## src/complex_arith_unit_macros.svh

```systemverilog
// Assertion macros for the complex arithmetic unit.
// Included by the top level; no other dependencies.
`ifndef COMPLEX_ARITH_UNIT_MACROS_SVH
`define COMPLEX_ARITH_UNIT_MACROS_SVH
`ifndef SYNTHESIS
// Check that the consequent holds in the same cycle as the antecedent.
`define CAU_ASSERT_SAME(lbl, clk_s, rst_s, ante, cons, msg) \
  lbl: assert property (@(posedge clk_s) disable iff (!rst_s) (ante) |-> (cons)) \
    else $error(msg);
// Check that the consequent holds in the cycle after the antecedent.
`define CAU_ASSERT_NEXT(lbl, clk_s, rst_s, ante, cons, msg) \
  lbl: assert property (@(posedge clk_s) disable iff (!rst_s) (ante) |=> (cons)) \
    else $error(msg);
`else
`define CAU_ASSERT_SAME(lbl, clk_s, rst_s, ante, cons, msg)
`define CAU_ASSERT_NEXT(lbl, clk_s, rst_s, ante, cons, msg)
`endif
`endif

```

## src/cau_pkg.sv

```systemverilog
// Shared types, widths and helper functions of the complex arithmetic unit.
// No dependencies.
package cau_pkg;

  localparam int WORD_BITS = 32;
  localparam int FRAC_BITS = 16;
  localparam int PROD_BITS = 2 * WORD_BITS;
  localparam int SUM_BITS  = PROD_BITS + 1;
  localparam int DEN_BITS  = PROD_BITS;
  localparam int DVS_BITS  = DEN_BITS + 1;
  localparam int QUO_BITS  = WORD_BITS + 1;
  localparam int REM_BITS  = DVS_BITS + QUO_BITS;

  localparam logic signed [WORD_BITS-1:0] WORD_MAX = {1'b0, {(WORD_BITS-1){1'b1}}};
  localparam logic signed [WORD_BITS-1:0] WORD_MIN = {1'b1, {(WORD_BITS-1){1'b0}}};
  localparam logic signed [SUM_BITS-1:0] SUM_MAX =
    {{(SUM_BITS-WORD_BITS+1){1'b0}}, {(WORD_BITS-1){1'b1}}};
  localparam logic signed [SUM_BITS-1:0] SUM_MIN = ~SUM_MAX;
  localparam logic [SUM_BITS-1:0] ROUND_HALF = SUM_BITS'(1) << (FRAC_BITS - 1);
  localparam logic [QUO_BITS-1:0] QUO_LIM = QUO_BITS'(1) << (WORD_BITS - 1);

  typedef enum logic [2:0] {
    CMD_ADD   = 3'd0,
    CMD_SUB   = 3'd1,
    CMD_MUL   = 3'd2,
    CMD_DIV   = 3'd3,
    CMD_NEG   = 3'd4,
    CMD_CONJ  = 3'd5,
    CMD_SCALE = 3'd6
  } cmd_t;

  typedef struct packed {
    logic [2:0]                  cmd;
    logic signed [WORD_BITS-1:0] a_re;
    logic signed [WORD_BITS-1:0] a_im;
    logic signed [WORD_BITS-1:0] b_re;
    logic signed [WORD_BITS-1:0] b_im;
  } cau_in_t;

  typedef struct packed {
    logic signed [WORD_BITS-1:0] r_re;
    logic signed [WORD_BITS-1:0] r_im;
    logic                        div_zero;
    logic                        overflow;
  } cau_out_t;

  typedef struct packed {
    logic signed [WORD_BITS-1:0] val;
    logic                        ovf;
  } sat_t;

  // One beat in flight through the divider array
  typedef struct packed {
    logic                        valid;
    logic                        is_div;
    logic                        div_zero;
    logic signed [WORD_BITS-1:0] fix_re;
    logic signed [WORD_BITS-1:0] fix_im;
    logic                        fix_ovf;
    logic                        neg_re;
    logic                        neg_im;
    logic                        qov_re;
    logic                        qov_im;
    logic [REM_BITS-1:0]         rem_re;
    logic [REM_BITS-1:0]         rem_im;
    logic [DVS_BITS-1:0]         dvs;
    logic [QUO_BITS-1:0]         quo_re;
    logic [QUO_BITS-1:0]         quo_im;
  } cau_div_t;

  // Clamp an exact value to the word range
  function automatic sat_t saturate(input logic signed [SUM_BITS-1:0] v);
    sat_t s;
    if (v > SUM_MAX) begin
      s.val = WORD_MAX;
      s.ovf = 1'b1;
    end else if (v < SUM_MIN) begin
      s.val = WORD_MIN;
      s.ovf = 1'b1;
    end else begin
      s.val = v[WORD_BITS-1:0];
      s.ovf = 1'b0;
    end
    return s;
  endfunction

  // Drop the fraction bits, round to nearest, ties away from zero
  function automatic logic signed [SUM_BITS-1:0] round_frac(
      input logic signed [SUM_BITS-1:0] x);
    logic                neg;
    logic [SUM_BITS-1:0] mag;
    logic [SUM_BITS-1:0] m;
    neg = x[SUM_BITS-1];
    mag = neg ? SUM_BITS'(-x) : SUM_BITS'(x);
    m   = (mag + ROUND_HALF) >> FRAC_BITS;
    return neg ? $signed(-m) : $signed(m);
  endfunction

  // Apply sign and clamp to an unsigned quotient magnitude
  function automatic sat_t quo_sat(input logic [QUO_BITS-1:0] q, input logic qov,
                                   input logic neg);
    sat_t s;
    if (neg) begin
      if (qov || (q > QUO_LIM)) begin
        s.val = WORD_MIN;
        s.ovf = 1'b1;
      end else begin
        s.val = WORD_BITS'(-q);
        s.ovf = 1'b0;
      end
    end else begin
      if (qov || (q >= QUO_LIM)) begin
        s.val = WORD_MAX;
        s.ovf = 1'b1;
      end else begin
        s.val = WORD_BITS'(q);
        s.ovf = 1'b0;
      end
    end
    return s;
  endfunction

endpackage

```

## src/cau_div_step.sv

```systemverilog
// One restoring-divide step: one quotient bit for each part per stage.
// Depends on cau_pkg.
module cau_div_step (
  input  logic              clk,
  input  logic              rst_n,
  input  logic              en,
  input  cau_pkg::cau_div_t dv_i,
  output cau_pkg::cau_div_t dv_o
);
  import cau_pkg::*;

  cau_div_t            dv_r, dv_nxt;
  logic [REM_BITS-1:0] trial;
  logic                bit_re, bit_im;

  // Compare against the divisor at the top quotient weight, then shift
  always_comb begin
    trial  = REM_BITS'(dv_i.dvs) << (QUO_BITS - 1);
    bit_re = dv_i.rem_re >= trial;
    bit_im = dv_i.rem_im >= trial;
    dv_nxt = dv_i;
    dv_nxt.rem_re = (bit_re ? (dv_i.rem_re - trial) : dv_i.rem_re) << 1;
    dv_nxt.rem_im = (bit_im ? (dv_i.rem_im - trial) : dv_i.rem_im) << 1;
    dv_nxt.quo_re = {dv_i.quo_re[QUO_BITS-2:0], bit_re};
    dv_nxt.quo_im = {dv_i.quo_im[QUO_BITS-2:0], bit_im};
  end

  always_ff @(posedge clk) begin
    if (!rst_n) begin
      dv_r.valid <= 1'b0;
    end else if (en) begin
      dv_r <= dv_nxt;
    end
  end

  assign dv_o = dv_r;

endmodule

```

## config.mk

```make
export PLATFORM = sky130hd
export DESIGN_NAME = cau_div_step
export DESIGN_NICKNAME = d
export VERILOG_FILES = /design/src/complex_arith_unit_macros.svh /design/src/cau_pkg.sv /design/src/cau_div_step.sv
export SDC_FILE = /design/constraint.sdc
export NUM_CORES = 1
export LEC_CHECK = 0
export BUFFER_PORTS_ARGS = -buffer_cell sky130_fd_sc_hd__buf_2
export CORE_AREA = 2 2 316 318
export CTS_CLUSTER_DIAMETER = 30
export CTS_CLUSTER_SIZE = 20
export DETAILED_ROUTE_END_ITERATION = 10
export DIE_AREA = 0 0 318 320
export PLACE_DENSITY = 0.4
export SLEW_MARGIN = 30
export SYNTH_ARGS = -nofsm -noshare
export SYNTH_HDL_FRONTEND = slang
export SYNTH_SLANG_ARGS = --single-unit
```

## constraint.sdc

```tcl
create_clock -name clk -period 10.4 [get_ports clk]
set_input_delay 1.04 -clock clk [delete_from_list [all_inputs] [get_ports clk]]
set_output_delay 1.04 -clock clk [all_outputs]
set_load 0.01 [all_outputs]
```

==> results of run 1 <==
[worst min-delay path by stage]
| stage | start | slack [ps] | cells after the start | endpoint |
|---|---|---|---|---|
| global route | dv_i[7] | 440 | 1 | dv_o[8] |
| detailed placement | dv_o[398] | 520 | 2 | dv_o[398] |
| floorplan | dv_o[398] | 540 | 2 | dv_o[398] |
| global placement | dv_o[398] | 500 | 2 | dv_o[398] |
| CTS | dv_i[379] | 430 | 1 | dv_o[379] |
| finish | dv_i[379] | 490 | 1 | dv_o[379] |
[logic make-up after synthesis]
logic type,Yosys count
AOI/OAI and AO/OA,515
other,1
DFF,397
adders and majority gates,132
muxes,75
buffers and inverters,183
and+or+nand+nor,452
xor gates and xnor gates,120
[power by group]
part	switching, uW	internal (uW)
clock	1090	2510
combinational	655	416
sequential	42.3	1940
total	1790	4870
[layer usage]
layer,global-route usage (%),vias to the layer above
met5,0,-
met3,6.90,174
met2,33.5,801
li1,-,8824
met4,6.63,30
met1,19.8,9076
[per-stage QoR]
step | hold slack (ps) | instances
after floorplan | 538 | 1876
after global placement | 496 | 3898
after detailed placement | 518 | 3899
after CTS | 429 | 4112
after global routing | 444 | 4115
final | 494 | 4124
[cells in the final DEF, fill, tap and decap left out, types with 37 or more instances in the layout]
| cell type | instances |
|---|---|
| buf_2 | 796 |
| edfxtp_1 | 396 |
| a21oi_1 | 225 |
| nor2_1 | 143 |
| ha_1 | 130 |
| clkbuf_16 | 116 |
| nand2_1 | 114 |
| inv_1 | 110 |
| o21ai_0 | 81 |
| xnor2_1 | 77 |
| a21o_1 | 52 |
| nand4_1 | 49 |
| xor2_1 | 43 |
| o21bai_1 | 40 |
| mux2_1 | 37 |
[cell type report]
cell class	count	area, um^2
Antenna cell	12	30.0
Fill cell	10200	66900
Clock inverter	81	1040
Clock buffer	132	2960
Tap cell	1287	1610
Sequential cell	397	11900
Timing Repair Buffer	809	4130
Multi-Input combinational cell	1296	8940
Inverter	110	413
[worst max-delay path: stages]
cell and delay, ps:
buf_2 100, inv_1 60, ha_1 160, inv_1 60, fa_1 410, a21oi_1 240, o21ai_1 170, a211oi_2 360
o31ai_2 230, o311ai_2 670, a311o_1 490, nor3_1 90, or3_4 380, a31o_4 280, a21oi_4 120, buf_4 500
mux2_2 410
==> metrics.txt, run 1 <==
clock sinks 397; crit path to dv_o[287]; Worst R2R Setup Slack roughly 9800 ps; Slew Limit Fails 0; Worst EP required ~11000 ps; # IOs 801; Layout Nets 3264; CTS clk-pin slew, worst paths 50 ps; commonest cells in the synthesized netlist 396 x edfxtp_1, 226 x a21oi_1, 143 x nor2_1, 130 x ha_1, 114 x nand2_1; DIE AREA 102000 um^2; highest clock rate approximately 0.18 GHz; Max Cap Violations 0; Initial Utilization ~22%; top routing layer used met5; core area slightly below 100000 um^2; R2R Path Start dv_o[398]; Post-CTS Setup Bufs 0; Remaining DRCs 0; Routed Antenna Nets 0; gr ovfl total 0; Syn Area/Cell ~12 um^2; setup violators final 0; CP Launch Point dv_i[261]; Slew HR 28.9%; Overall Power 6650 uW; largest family of logic cells by synthesized area compound AO/OA/AOI/OAI gates; GRT Total Usage a little under a fifth; final wirelength roughly 98000 um; Hold-fix buffers, CTS 0; mux share of post-synthesis cell area about 4%; Post-Synth Adder-Cell Area a little under 8%; Largest register FFs around 400; drt wl/cell around 24 um; Leak Pwr ~0.013 uW; Final WS setup a little under 5000 ps; initial antenna violation count 28; Worst Tran Pin Value around 1100 ps; #FFs+latches synth approximately 400; crit path DAT 5860 ps; post_cts resized 0; Worst Reg-to-Reg Cells 2; final instance area 31000 um^2; Post-Syn Area 21600 um^2; power per cell area around 210 nW/um^2; clk buf depth 3; clk_skew 0 ps; Synth Area in XOR/XNOR 4.87%; Worst Path Max Fanout 44; vias per cell 4.58; vias in the first global route 19200; sequential share of the synthesized area 55.2%; VDD IR max roughly 0.00015 V; Clock Latency Late Sink 660 ps; most frequent cell after synthesis edfxtp_1; setup_tns 0 ps; HPWL Detailed just over 80000 um; Area contributors post-synth edfxtp_1 55%, ha_1 7.5%, a21oi_1 5.2%; simple-gate share of the synthesized area roughly a tenth; Post-synth EDFFs between 300 and 400; post-route clock period utilization around 52%; die width between 300 and 400 um; htree depth 3; Cell Rows between 100 and 150; R2R Path End dv_o[398]; largest net degree at the start of global routing between 100 and 150; WS Path Type in2reg; DR pass1 iterations 5; crit path time final between 5000 and 6000 ps; first-pass GRT wire length about 140000 um; placed instance area around 27000 um^2; Synth area leader edfxtp_1; Syn Inst Count about 1900; synth unique cells 74; Startpoint Class primary input; Die H around 320 um; Synth top area share 55.1%; Post-synth ARST share 0%; First DRT Iteration DRCs ~1200; I/O Buffers 796; Compound-Gate Fraction of Synth Area between 10% and 20%; total CTS buffers between 100 and 150; post-layout util 31.7%; DR vias 18900; share of cells above drive strength 1 between 30 and 40%; routability cong. just over 0.9; top_reg_cell synth edfxtp_1; TritonCTS clock tree yes; Ys Warns 0; M1 wire length approximately 37000 um; DP Worst Slack 4280 ps; Hold Crit Class in2reg; Final Hold Viols 0; CP Capture Type register; status complete, no violations; Area Overhead vs Synth 43.8%; RSZ-0062 raised after global routing no; met3 WL post-DR just over 8000 um; metal2 WL roughly 50000 um; root buffer cell clkbuf_16
No activity file was read; power rests on OpenSTA's default activity.
==> inputs of run 2 (changes only) <==
ABC_AREA = 1   (was not set)
CORE_AREA = 2 2 310 312   (was 2 2 316 318)
DIE_AREA = 0 0 312 314   (was 0 0 318 320)
PLACE_DENSITY = 0.46   (was 0.4)
clock period = 5.3 ns   (was 10.4 ns; I/O delays follow)
==> metrics.txt, run 2 <==
hold_ws 34.8 ps (-459 ps); synth unique cells 31 (-58%); Area contributors post-synth edfxtp_1 45%, nand2_1 22%, inv_1 11%; Worst path most repeated cell nand2_1; core area 94400 um^2 (-3.6%); Remaining DRCs 0 (unchanged); Die H 314 um (-1.9%); Worst Path Max Fanout 67 (+52%); TritonCTS clock tree yes; Syn Area/Cell 7.27 um^2 (-37%); Initial Utilization 27.9% (+5.9 points); HPWL Detailed 109000 um (+34%); die width 312 um (-1.9%); most frequent cells in the layout 1561 x nand2_1, 796 x buf_2, 738 x inv_1; status complete, no violations; Synth top area share 45.1% (-10 points); first-pass GRT wire length 181000 um (+33%); Clock Latency Late Sink 680 ps (+20 ps); final instance area 38000 um^2 (+22%); most frequent cell after synthesis nand2_1; Post-synth ARST share 0% (unchanged); Largest register FFs 397 (unchanged); gr ovfl total 0 (unchanged); Startpoint Class primary input; WS Path Type in2reg; DR pass1 iterations 5 (unchanged); DR vias 27000 (+43%); drt wl/cell 21.4 um (-11%); setup_tns 0 ps (unchanged); Routed Antenna Nets 0 (unchanged); total CTS buffers 115 (-0.86%); CP peak stage delay 650 ps (-20 ps); Worst Tran Pin Value 875 ps (-179 ps); Final Hold Viols 0 (unchanged); Overall Power 13900 uW (+110%); Syn Inst Count 3629 (+94%); Ys Warns 0 (unchanged); Leak Pwr 0.0200 uW (+53%); GRT Total Usage 25.8% (+7.2 points); Worst EP required 5850 ps (-4980 ps); crit path time final around 3600 ps; placed instance area 31800 um^2 (+18%); Cell Rows 113 (-1.7%); routability cong. 0.961 (+5.1%); share of cells above drive strength 1 21.5% (-15 points); # IOs 801 (unchanged); post_cts resized 0 (unchanged); top_reg_cell synth edfxtp_1; clk_skew 0 ps (unchanged); cells along the critical path dlygate4sd3_1, buf_2, inv_1, ha_1, nand2_1, nor2_2, nand2_1, nor2_1, nand2_1, nor2_1, nand2_1, nand2_1, nor2_1, nand2_4, buf_4, nand3_1, nand2_1; Max Cap Violations 0 (unchanged); vias in the first global route 26700 (+39%); commonest non-fill, non-tap cell in the layout nand2_1; Layout Nets 5240 (+61%); Top delay family on crit path simple AND/OR/NAND/NOR gates; Hold Crit Class in2reg; #FFs+latches synth 397 (unchanged); CP max stage cell buf_4; clock sinks 397 (unchanged); highest clock rate around 0.28 GHz; commonest cells in the synthesized netlist 1562 x nand2_1, 739 x inv_1, 396 x edfxtp_1, 247 x nor2_1, 217 x nand3_1; Synth area leader edfxtp_1; First DRT Iteration DRCs 1797 (+55%); I/O Buffers 796 (unchanged); Slew Limit Fails 0 (unchanged); htree depth 3 (unchanged); post-route clock period utilization roughly 68%; setup violators final 0 (unchanged); crit path DAT 4140 ps (-1720 ps); RSZ-0062 raised after global routing no; final wirelength 130000 um (+32%); vias per cell 4.44 (-3.1%); Area Overhead vs Synth 43.9% (about the same); root buffer cell clkbuf_16; clk buf depth 3 (unchanged); Slew HR 41.7% (+13 points); initial antenna violation count 35 (+25%); power per cell area 365 nW/um^2 (+70%); Post-CTS Setup Bufs 0 (unchanged); fillers 10100 (-1.4%); CP bufs+invs 4 (unchanged); Post-synth EDFFs 396 (unchanged); DIE AREA 98000 um^2 (-3.7%); Post-Syn Area 26400 um^2 (+22%); largest net degree at the start of global routing 113 (-18%); CP Capture Type register; sequential share of the synthesized area 45.1% (-10 points); CTS clk-pin slew, worst paths 40 ps (about the same); Hold-fix buffers, CTS 191 (+191); VDD IR max 0.000284 V (+90%)
run 2: cell count changes in the layout (fill, tap and decap cells not counted), moves of 77 or more:
cell           before   now
a21oi_1           225    89
dlygate4sd3_1       0   191
inv_1             110   738
nand2_1           114  1561
nand3_1            22   217
nor2_1            143   247
xnor2_1            77     0
run 2: kinds of logic (layout without fill, tap and decap cells):
logic type                 after synthesis  count (layout)  share of synthesized area (%)
other                                    1              15                         0.0142
xor gates and xnor gates                61              61                           2.02
and+or+nand+nor                       2153            2153                           33.0
AOI/OAI and AO/OA                      101             101                           1.94
buffers and inverters                  784            1960                           11.6
adders and majority gates              132             132                           6.32
DFF                                    397             397                           45.1
run 2: power breakdown:
| part | internal (uW) | total (uW) | switching, uW |
|---|---|---|---|
| Combinational | 876 | 2620 | 1750 |
| Sequential | 3790 | 3870 | 76.1 |
| Clock | 5120 | 7380 | 2250 |
run 2: layer usage:
metal / part of all wire [%] / GRT usage (%) / up-vias
met5: 0.073 / 0 / -
met4: 3.8 / 9.67 / 14
met3: 6.8 / 5.70 / 213
met2: 49 / 45.1 / 963
met1: 41 / 30.9 / 12400
li1: - / - / 13400
run 2: worst paths after layout:
check / start / end / slack [ps] / cells past startpoint
setup / recovery: dv_i[116] / dv_o[213] / 1720 / 17
hold / removal: dv_i[125] / dv_o[125] / 30 / 1
setup reg to reg: dv_o[398] / dv_o[398] / 4680 / 2
hold reg to reg: dv_o[398] / dv_o[398] / 540 / 2
run 2: worst reg2reg max path: stages (launching register included):
cell and delay, ps:
dfxtp_1 300, o21ai_0 150, a21oi_1 60
run 2: layout make-up:
cell class | instances | area [um^2] | share of cell area (%)
multi-input cells | 2449 | 11400 | 30.1
diodes | 13 | 32.5 | 0.0857
clock buffers | 131 | 2960 | 7.79
clock inverters | 86 | 1210 | 3.20
flip-flops and latches | 397 | 11900 | 31.4
inverters | 747 | 2810 | 7.40
well taps | 1265 | 1580 | 4.17
repair buffers | 996 | 6010 | 15.8
run 2: metrics by stage:
stage	setup WS, ps	std cells	util, %
2_1_floorplan	-1600	3630	-
3_3_place_gp	1520	5663	33.7
3_5_place_dp	1500	5663	33.7
4_1_cts	1770	6071	40.2
5_1_grt	1560	6075	40.2
6_report	1720	6084	40.2
==> inputs of run 3 (changes only) <==
ABC_AREA = 0   (was 1)
CORE_AREA = 2 2 316 318   (was 2 2 310 312)
DIE_AREA = 0 0 318 320   (was 0 0 312 314)
PLACE_DENSITY = 0.4   (was 0.46)
clock period = 3 ns   (was 5.3 ns; I/O delays follow)
==> metrics.txt, run 3 (synthesis gave the netlist of run 1 again) <==
post-route clock period utilization 115%; commonest non-fill, non-tap cell in the layout buf_2; largest net degree at the start of global routing 99 (-12%); die width 318 um (+1.9%); crit path time final between 3000 and 4000 ps; I/O Buffers 796 (unchanged); drt wl/cell 21.1 um (-1.2%); HPWL Detailed 85500 um (-22%); Max Cap Violations 0 (unchanged); failing checks setup timing; Finished Layout Cells 5103 (-16%); RSZ-0062 raised after global routing yes; CP Capture Type register; setup violators final 116 (+116); routability cong. 0.923 (-4.0%); Hold Crit Endpoint dv_o[302]; Remaining DRCs 0 (unchanged); Final WS setup -442 ps (-2160 ps); Worst EP required 3420 ps (-2430 ps); DR vias 22600 (-16%); Hold Crit Class in2reg; Worst R2R Setup Slack 1850 ps (-2830 ps); Cell Rows 115 (+1.8%); clk buf depth 3 (unchanged); crit path DAT 3860 ps (-280 ps); CTS clk-pin slew, worst paths 40 ps (about the same); # IOs 801 (unchanged); TritonCTS clock tree yes; htree depth 3 (unchanged); Final Hold Viols 0 (unchanged); Slew HR 54.0% (+12 points); Area Overhead vs Synth 89.8%; DP Worst Slack -1360 ps (-2860 ps); Layout Nets 4250 (-19%); vias in the first global route 24000 (-10%); Worst Tran Pin Value 690 ps (-185 ps); DR pass1 iterations 5 (unchanged); Worst Reg-to-Reg Cells 3 (+1); R2R Path End dv_o[398]; status finished with violations; Slew Limit Fails 0 (unchanged); R2R Path Start dv_o[398]; most frequent cells in the layout 791 x buf_2, 588 x buf_4, 396 x edfxtp_1; WS Path Type in2reg; final wirelength 108000 um (-17%); GRT Total Usage 20.4% (-5.4 points); Leak Pwr 0.0180 uW (-10%); clk_skew 0 ps (unchanged); VDD IR max 0.000448 V (+58%); Die H 320 um (+1.9%); share of cells above drive strength 1 48.6% (+27 points); Routed Antenna Nets 0 (unchanged); Clock Latency Late Sink 670 ps (about the same); total CTS buffers 113 (-1.7%); Worst Min Path Start dv_i[301]; power per cell area 611 nW/um^2 (+67%); DIE AREA 102000 um^2 (+3.9%); Placed Cells 4486 (-21%); Initial Utilization 22.0% (-5.9 points); clock sinks 397 (unchanged); placed instance area 31900 um^2 (about the same); Worst Path Max Fanout 26 (-61%); highest clock rate 0.291 GHz; final instance area 41000 um^2 (+8.0%); core area 98000 um^2 (+3.8%); initial antenna violation count 18 (-49%); Startpoint Class primary input; Largest register FFs 397 (unchanged); root buffer cell clkbuf_16; vias per cell 4.43 (-0.20%); Hold-fix buffers, CTS 362 (+90%); gr ovfl total 0 (unchanged); first-pass GRT wire length 154000 um (-15%); First DRT Iteration DRCs 1266 (-30%); worst hold stages 2 (+1)
-- run 3: how the worst max path moves through the flow --
stage,start,endpoint,slack (ps),depth (start not counted)
floorplan,dv_i[261],dv_o[289],-580,17
global placement,dv_i[66],dv_o[186],-1340,18
detailed placement,dv_i[66],dv_o[180],-1360,18
CTS,dv_i[261],dv_o[302],-440,18
global route,dv_i[261],dv_o[275],-590,18
finish,dv_i[261],dv_o[275],-440,18
-- run 3: power breakdown --
part / switching [uW] / internal (uW)
Clock: 3810 / 8740
Sequential: 153 / 6720
Combinational: 2810 / 2810
Total: 6770 / 18300
-- run 3: repair_timing --
action | in CTS | in global routing
buffers inserted | 25 | 12
pin swaps | 27 | 33
endpoints found under the setup margin | 132 | 132
gates cloned | 3 | 4
hold endpoints to repair | 361 | 1
gates resized for setup | 165 | 88
-- run 3: layout make-up --
class | instances | area [um^2]
Sequential cell | 397 | 11900
Antenna cell | 7 | 17.5
Multi-Input combinational cell | 1296 | 10000
Inverter | 110 | 440
Timing Repair Buffer | 1798 | 13000
Clock inverter | 85 | 1170
Clock buffer | 123 | 2870
Fill cell | 9454 | 57000
Tap cell | 1287 | 1610
-- run 3: metal layers --
layer  part of all wire (%)  wire [um]  global-route usage (%)
met3                    6.1       6580                    4.60
met1                     38      41300                    22.4
met5                  0.035         38                       0
met4                    2.7       2950                    6.42
met2                     53      56800                    38.4
-- run 3: worst max-delay path: stages --
cell and delay (ps):
buf_8 110, inv_12 40, ha_4 110, inv_2 30
fa_2 360, a21oi_4 180, o21ai_4 80, a211oi_2 220
o31ai_2 110, o311ai_2 270, buf_4 190, a311o_1 240
nor3_1 70, or3_4 340, a31o_4 260, a21oi_4 220
buf_12 250, mux2_2 370
-- run 3: per-stage QoR --
stage / power (uW) / hold WS [ps] / util, % / TNS, ps
2_1_floorplan: 9240 / 399 / - / -240610
3_5_place_dp: 11800 / 478 / 32.5 / -162640
4_1_cts: 25100 / -50.6 / 41.3 / -29410
6_report: 25000 / 3.12 / 41.8 / -27830
3_3_place_gp: 11800 / 478 / 32.5 / -158440
5_1_grt: 26100 / -13.3 / 41.8 / -43960
